<file path="config.mk">
export PLATFORM = sky130hd
export DESIGN_NAME = midi_lane_value_codec
export DESIGN_NICKNAME = d
export VERILOG_FILES = /design/src/design/lvc_pkg.sv /design/src/design/lvc_front.sv /design/src/design/lvc_div_cell.sv /design/src/design/midi_lane_value_codec.sv
export SDC_FILE = /design/constraint.sdc
export NUM_CORES = 2
export LEC_CHECK = 0
export CORE_MARGIN = 2
export CORE_UTILIZATION = 40
export CTS_CLUSTER_DIAMETER = 40
export DETAILED_ROUTE_END_ITERATION = 8
export DONT_BUFFER_PORTS = 1
export GPL_ROUTABILITY_DRIVEN = 0
export GPL_TIMING_DRIVEN = 0
export PLACE_DENSITY_LB_ADDON = 0.05
export SETUP_SLACK_MARGIN = 0.05
export SYNTH_ARGS = -nofsm -noshare
export SYNTH_HDL_FRONTEND = slang
export SYNTH_HIERARCHICAL = 1
export SYNTH_SLANG_ARGS = --single-unit
</file>
<file path="constraint.sdc">
create_clock -name clk -period 15.05 [get_ports clk]
set_clock_uncertainty 0.15 [all_clocks]
set_input_delay 1.505 -clock clk [delete_from_list [all_inputs] [get_ports clk]]
set_output_delay 1.505 -clock clk [all_outputs]
set_load 0.01 [all_outputs]
</file>
<file path="src/design/lvc_pkg.sv">
// Shared types and constants of the MIDI lane value codec.
package lvc_pkg;

  typedef enum logic [1:0] {
    LANE_CTRL  = 2'd0,
    LANE_BEND  = 2'd1,
    LANE_PROG  = 2'd2,
    LANE_TEMPO = 2'd3
  } lane_t;

  localparam logic KIND_DECODE = 1'b0;
  localparam logic KIND_ENCODE = 1'b1;

  localparam logic [3:0] TYPE_CTRL = 4'hB;
  localparam logic [3:0] TYPE_PROG = 4'hC;
  localparam logic [3:0] TYPE_BEND = 4'hE;

  // Widths of the tempo divider: numerator 2*60e6 + d, divisor 2*d.
  localparam int NUM_W     = 28;
  localparam int DIV_W     = 25;
  localparam int DIV_STEPS = NUM_W;

  localparam logic [NUM_W-1:0] TWO_MINUTES_US = 28'd120000000;
  localparam logic [NUM_W-1:0] BPM_MAX        = 28'd16383;
  localparam logic signed [14:0] BPM_MAX_VALUE = 15'sd16383;
  localparam logic signed [14:0] BEND_CENTRE   = 15'sd8192;

  // Everything about a request that the divider does not touch.
  typedef struct packed {
    logic               kind;
    lane_t              lane;
    logic               belongs;
    logic signed [14:0] dec_value;
    logic [3:0]         out_type;
    logic [3:0]         out_channel;
    logic [6:0]         out_first_byte;
    logic [6:0]         out_second_byte;
  } lvc_side_t;

endpackage

</file>
<file path="src/design/lvc_front.sv">
// Lane matching, clamping, byte packing and divider operand set-up.
module lvc_front (
  input  logic                    single_chunk_file,
  input  logic                    kind,
  input  logic [1:0]              lane,
  input  logic [6:0]              controller,
  input  logic [3:0]              lane_channel,
  input  logic [3:0]              event_type,
  input  logic [3:0]              event_channel,
  input  logic                    event_is_channel,
  input  logic [6:0]              event_first_byte,
  input  logic [6:0]              event_second_byte,
  input  logic [23:0]             tempo_micros,
  input  logic signed [15:0]      lane_value,
  output lvc_pkg::lvc_side_t      side,
  output logic [lvc_pkg::NUM_W-1:0] num,
  output logic [lvc_pkg::DIV_W-1:0] divisor
);
  import lvc_pkg::*;

  lane_t       lane_e;
  logic        chan_ok;
  logic        type_ok;
  logic [9:0]  bpm;
  logic [13:0] bend_code;
  logic [6:0]  val_7bit;
  logic [23:0] d;

  assign lane_e = lane_t'(lane);

  always_comb begin
    if (lane_value < 16'sd1) begin
      bpm = 10'd1;
    end else if (lane_value > 16'sd999) begin
      bpm = 10'd999;
    end else begin
      bpm = lane_value[9:0];
    end

    // Inside the range, adding the centre only flips the top bit.
    if (lane_value < -16'sd8192) begin
      bend_code = 14'd0;
    end else if (lane_value > 16'sd8191) begin
      bend_code = 14'h3FFF;
    end else begin
      bend_code = {~lane_value[13], lane_value[12:0]};
    end

    if (lane_value < 16'sd0) begin
      val_7bit = 7'd0;
    end else if (lane_value > 16'sd127) begin
      val_7bit = 7'h7F;
    end else begin
      val_7bit = lane_value[6:0];
    end
  end

  always_comb begin
    chan_ok = event_is_channel && (!single_chunk_file || (event_channel == lane_channel));
    side.kind        = kind;
    side.lane        = lane_e;
    side.out_channel = lane_channel;
    case (lane_e)
      LANE_BEND: begin
        type_ok              = (event_type == TYPE_BEND);
        side.dec_value       = $signed({1'b0, event_second_byte, event_first_byte}) - BEND_CENTRE;
        side.out_type        = TYPE_BEND;
        side.out_first_byte  = bend_code[6:0];
        side.out_second_byte = bend_code[13:7];
      end
      LANE_PROG: begin
        type_ok              = (event_type == TYPE_PROG);
        side.dec_value       = $signed({8'd0, event_first_byte});
        side.out_type        = TYPE_PROG;
        side.out_first_byte  = val_7bit;
        side.out_second_byte = 7'd0;
      end
      LANE_CTRL: begin
        type_ok              = (event_type == TYPE_CTRL) && (event_first_byte == controller);
        side.dec_value       = $signed({8'd0, event_second_byte});
        side.out_type        = TYPE_CTRL;
        side.out_first_byte  = controller;
        side.out_second_byte = val_7bit;
      end
      default: begin
        type_ok              = 1'b1;
        side.dec_value       = 15'sd0;
        side.out_type        = 4'd0;
        side.out_first_byte  = 7'd0;
        side.out_second_byte = 7'd0;
      end
    endcase
    side.belongs = (lane_e == LANE_TEMPO) ? 1'b1 : (chan_ok && type_ok);

    if (lane_e != LANE_TEMPO) begin
      d = 24'd0;
    end else if (kind == KIND_DECODE) begin
      d = tempo_micros;
    end else begin
      d = {14'd0, bpm};
    end
  end

  // Rounding half up: floor((2*60e6 + d) / (2*d)).
  assign num     = TWO_MINUTES_US + {4'd0, d};
  assign divisor = {d, 1'b0};

endmodule

</file>
<file path="src/design/lvc_div_cell.sv">
// One restoring divider cell: one quotient bit and a pipeline register.
module lvc_div_cell (
  input  logic                      clk,
  input  logic                      rst,
  input  logic                      valid_i,
  output logic                      ready_o,
  input  logic [lvc_pkg::DIV_W-1:0] rem_i,
  input  logic [lvc_pkg::NUM_W-1:0] nq_i,
  input  logic [lvc_pkg::DIV_W-1:0] div_i,
  input  lvc_pkg::lvc_side_t        side_i,
  output logic                      valid_o,
  input  logic                      ready_i,
  output logic [lvc_pkg::DIV_W-1:0] rem_o,
  output logic [lvc_pkg::NUM_W-1:0] nq_o,
  output logic [lvc_pkg::DIV_W-1:0] div_o,
  output lvc_pkg::lvc_side_t        side_o
);
  import lvc_pkg::*;

  logic [DIV_W:0]   trial;
  logic [DIV_W+1:0] diff;
  logic             borrow;
  logic [DIV_W-1:0] rem_next;
  logic [NUM_W-1:0] nq_next;

  // The numerator shifts out at the top while quotient bits shift in below.
  always_comb begin
    trial    = {rem_i, nq_i[NUM_W-1]};
    diff     = {1'b0, trial} - {2'b00, div_i};
    borrow   = diff[DIV_W+1];
    rem_next = borrow ? trial[DIV_W-1:0] : diff[DIV_W-1:0];
    nq_next  = {nq_i[NUM_W-2:0], ~borrow};
  end

  assign ready_o = !valid_o || ready_i;

  always_ff @(posedge clk) begin
    if (rst) begin
      valid_o <= 1'b0;
    end else if (ready_o) begin
      valid_o <= valid_i;
    end
  end

  always_ff @(posedge clk) begin
    if (ready_o && valid_i) begin
      rem_o  <= rem_next;
      nq_o   <= nq_next;
      div_o  <= div_i;
      side_o <= side_i;
    end
  end

endmodule

</file>
<file path="src/design/midi_lane_value_codec.sv">
// Top level of the MIDI lane value codec: front logic, divider chain, output register.
// An accepted request passes through 28 divider cells and the output register to out_valid;
// throughput: one request per cycle while out_ready does not stall the chain.
// Each cell computes one quotient bit of the tempo division, so the cell count sets latency.
// A zero tempo divides by zero, gives an all-ones quotient and so saturates.
// rst (synchronous) empties every stage and clears single_chunk_file to 0.
module midi_lane_value_codec (
  input  logic               clk,
  input  logic               rst,
  input  logic               cfg_write,
  input  logic               cfg_data,
  input  logic               in_valid,
  output logic               in_ready,
  input  logic               kind,
  input  logic [1:0]         lane,
  input  logic [6:0]         controller,
  input  logic [3:0]         lane_channel,
  input  logic [3:0]         event_type,
  input  logic [3:0]         event_channel,
  input  logic               event_is_channel,
  input  logic [6:0]         event_first_byte,
  input  logic [6:0]         event_second_byte,
  input  logic [23:0]        tempo_micros,
  input  logic signed [15:0] lane_value,
  output logic               out_valid,
  input  logic               out_ready,
  output logic               belongs,
  output logic signed [14:0] decoded_value,
  output logic [3:0]         out_type,
  output logic [3:0]         out_channel,
  output logic [6:0]         out_first_byte,
  output logic [6:0]         out_second_byte,
  output logic               out_is_tempo,
  output logic [23:0]        out_tempo_micros
);
  import lvc_pkg::*;

  logic single_chunk_file;

  logic             valid_c [0:DIV_STEPS];
  logic             ready_c [0:DIV_STEPS];
  logic [DIV_W-1:0] rem_c   [0:DIV_STEPS];
  logic [NUM_W-1:0] nq_c    [0:DIV_STEPS];
  logic [DIV_W-1:0] div_c   [0:DIV_STEPS];
  lvc_side_t        side_c  [0:DIV_STEPS];

  lvc_side_t        last_side;
  logic [NUM_W-1:0] quotient;
  logic             is_tempo;
  logic             take;

  always_ff @(posedge clk) begin
    if (rst) begin
      single_chunk_file <= 1'b0;
    end else if (cfg_write) begin
      single_chunk_file <= cfg_data;
    end
  end

  lvc_front u_front (
    .single_chunk_file (single_chunk_file),
    .kind              (kind),
    .lane              (lane),
    .controller        (controller),
    .lane_channel      (lane_channel),
    .event_type        (event_type),
    .event_channel     (event_channel),
    .event_is_channel  (event_is_channel),
    .event_first_byte  (event_first_byte),
    .event_second_byte (event_second_byte),
    .tempo_micros      (tempo_micros),
    .lane_value        (lane_value),
    .side              (side_c[0]),
    .num               (nq_c[0]),
    .divisor           (div_c[0])
  );

  assign valid_c[0] = in_valid;
  assign rem_c[0]   = '0;
  assign in_ready   = ready_c[0];

  for (genvar k = 0; k < DIV_STEPS; k++) begin : g_cell
    lvc_div_cell u_cell (
      .clk     (clk),
      .rst     (rst),
      .valid_i (valid_c[k]),
      .ready_o (ready_c[k]),
      .rem_i   (rem_c[k]),
      .nq_i    (nq_c[k]),
      .div_i   (div_c[k]),
      .side_i  (side_c[k]),
      .valid_o (valid_c[k+1]),
      .ready_i (ready_c[k+1]),
      .rem_o   (rem_c[k+1]),
      .nq_o    (nq_c[k+1]),
      .div_o   (div_c[k+1]),
      .side_o  (side_c[k+1])
    );
  end

  assign ready_c[DIV_STEPS] = !out_valid || out_ready;
  assign take      = ready_c[DIV_STEPS] && valid_c[DIV_STEPS];
  assign last_side = side_c[DIV_STEPS];
  assign quotient  = nq_c[DIV_STEPS];
  assign is_tempo  = (last_side.lane == LANE_TEMPO);

  always_ff @(posedge clk) begin
    if (rst) begin
      out_valid <= 1'b0;
    end else if (ready_c[DIV_STEPS]) begin
      out_valid <= valid_c[DIV_STEPS];
    end
  end

  always_ff @(posedge clk) begin
    if (take) begin
      belongs          <= 1'b0;
      decoded_value    <= 15'sd0;
      out_type         <= 4'd0;
      out_channel      <= 4'd0;
      out_first_byte   <= 7'd0;
      out_second_byte  <= 7'd0;
      out_is_tempo     <= 1'b0;
      out_tempo_micros <= 24'd0;
      if (last_side.kind == KIND_DECODE) begin
        belongs <= last_side.belongs;
        if (!is_tempo) begin
          decoded_value <= last_side.dec_value;
        end else if (quotient > BPM_MAX) begin
          decoded_value <= BPM_MAX_VALUE;
        end else begin
          decoded_value <= $signed(quotient[14:0]);
        end
      end else if (is_tempo) begin
        out_is_tempo     <= 1'b1;
        out_tempo_micros <= quotient[23:0];
      end else begin
        out_type        <= last_side.out_type;
        out_channel     <= last_side.out_channel;
        out_first_byte  <= last_side.out_first_byte;
        out_second_byte <= last_side.out_second_byte;
      end
    end
  end

endmodule

</file>
==> reports/qor.log <==
[status] outcome complete, no violations
[floorplan] area of the die 380000 um2
[timing] post-route setup TNS 0 ns
[critical_path] Data required, critical path 13.40 ns
[route] detailed router's first-iteration violation count 6084
[power_and_ir_drop] Power per Cell Area 127 nW/um2
[floorplan] number of core rows 225
[timing] fin crit period 9.35 ns
[final_layout] proportion of layout cells with a drive suffix above 1 13.3%
[route] wire length per cell 20.2 um
[floorplan] initial standard-cell utilization of the core 40.1%
[grt] total global routing track utilization 17.1%
[final_layout] commonest cells after routing, fill and taps aside 3345 x edfxtp_1, 955 x a21oi_1, 870 x inv_1
[yosys] Synth Instances 10500
[final_layout] final net count 11900
[clocking] number of sinks on the clock net 3375
[timing] final hold violation count 0
[critical_path] cell with the biggest individual delay on the critical path nand2b_1
[floorplan] Die Y 617 um
[clocking] clock latency at the later pin of the worst-skew pair 0.95 ns
[critical_path] largest driver fanout on the critical path 3
[power_and_ir_drop] leakage power summed over all cells 63.8 nW
[clocking] maximum clock insertion buffer count 4
[hold_path] type of the most critical hold path register to register
[clocking] Clock Pin Slew Worst Setup and Hold Paths 0.05 ns
[yosys] average cell area after synthesis 14.4 um2
[critical_path] startpoint class of the critical path input pin
[clocking] post-cts resize count 0
[route] via density per instance 5.15
[route] residual antenna-violating net count after detailed routing 0
[timing] final worst-path cycle share 62.1%
[placement] HPWL reported at the end of detailed placement 249000 um
[grt] number of antenna violations at the first check in global routing 18
[route] DR vias 84700
[clocking] root cell of the clock tree clkbuf_16
[timing] Final setup violation count 0
[timing] highest achievable clock rate 107 MHz
[clocking] # Post-CTS Setup Buffers 0
[grt] largest net degree at the start of global routing 74
[timing] worst rel slew slack 21.5%
[timing] slew at the pin closest to its max-slew limit 1.16 ns
[clocking] CTS tree yes
[timing] setup repair after global routing missed its margin false
[placement] # placed instances 15500
[yosys] total of warnings raised by yosys 6
[route] Post-route DRC 0
[critical_path] category of the critical setup timing path input pin to primary output
[critical_path] Crit path largest cell delay 0.47 ns
[grt] vias in the first global route 85200
[clocking] hold buffer count at cts 0
[flow_run] max capacitance violation total 0
[yosys] Synth Cell Area 150000 um2
[critical_path] cell seen most often among critical-path stages nand2b_1
[power_and_ir_drop] peak supply drop 0.110 mV
[grt] total overflow reported by the global router 0
[route] drt first pass iters 8
[critical_path] data arrival at the endpoint of the critical path 7.69 ns
[final_layout] Syn-to-layout area delta 16.2%
[grt] first-pass GRT wire length 507000 um
[critical_path] kind of capture point of the worst setup path primary output
[timing] number of max-slew violations in the final report 0
[floorplan] total I/O pin count 148
[final_layout] number of cells in the finished layout apart from fillers 16500
[floorplan] area of the core region 375000 um2
[timing] Hold Worst Slack 0.250 ns
[clocking] clock buffer count from CTS 484
[final_layout] most common library cell in the layout ignoring fill and taps edfxtp_1
[clocking] maximum level of the CTS H-tree 5
[floorplan] die outline width 617 um
[placement] Port Buffers 0
[route] Post-Route WL 333000 um
[sequential cells by signal (all words and copies together), names as in the netlist, 7 cells and up]
register / flops
out_second_byte: 7
g_cell.u_cell/valid_o: 28
g_cell.u_cell/nq_o: 784
g_cell.u_cell/side_o: 1148
out_first_byte: 7
g_cell.u_cell/div_o: 675
g_cell.u_cell/rem_o: 675
decoded_value: 15
out_tempo_micros: 24
[layer usage]
layer	vias to the layer above	GRT usage, %	part of all wire, %
met4	0	6.37	3.7
met1	41200	21.7	42
met2	2235	29.4	49
met3	590	2.94	5.1
met5	-	0	0
li1	40600	-	-
[where the power goes]
part	switching (W)	internal, W	total, W
sequential	0.0000343	0.0103	0.0103
clock	0.00428	0.00704	0.0113
combinational	0.000319	0.000226	0.000545
total	0.00464	0.0176	0.0222
[through the flow]
| step | setup slack, ns | util, % | instance area [um2] | total power (W) |
|---|---|---|---|---|
| detailed placement | 5.78 | 42.1 | 158000 | 0.0111 |
| global route | 5.23 | 46.6 | 175000 | 0.0230 |
| finish | 5.70 | 46.6 | 175000 | 0.0222 |
| global placement | 3.35 | 41.8 | 157000 | 0.0111 |
| floorplan | 6.58 | - | 150000 | 0.0109 |
| CTS | 5.67 | 46.6 | 175000 | 0.0225 |
[area by class of cell]
cell class              count  area, um2
well taps                4994       6250
inverters                 872       3270
flip-flops and latches   3375     101000
multi-input cells        5947      44000
diodes                      7       17.5
clock buffers             539      12400
fillers                 32700     200000
repair buffers             42       1140
plain buffers             313       2140
clock inverters           367       4290
[worst max-delay path: cells and delay by family]
kind / cells / cell delay, ns
simple gates: 29 / 6.15
[worst paths after layout]
kind	end	depth (start not counted)	slack [ns]	startpoint
max	in_ready	29	5.70	out_ready
max reg2reg	g_cell[0].u_cell/side_o[8]$_DFFE_PP_	32	7.24	out_valid$_SDFFE_PP0N_
min	g_cell[4].u_cell/nq_o[13]$_DFFE_PP_	0	0.25	g_cell[3].u_cell/nq_o[12]$_DFFE_PP_
min reg2reg	g_cell[4].u_cell/nq_o[13]$_DFFE_PP_	0	0.25	g_cell[3].u_cell/nq_o[12]$_DFFE_PP_
(Power assumes the default switching activity.)
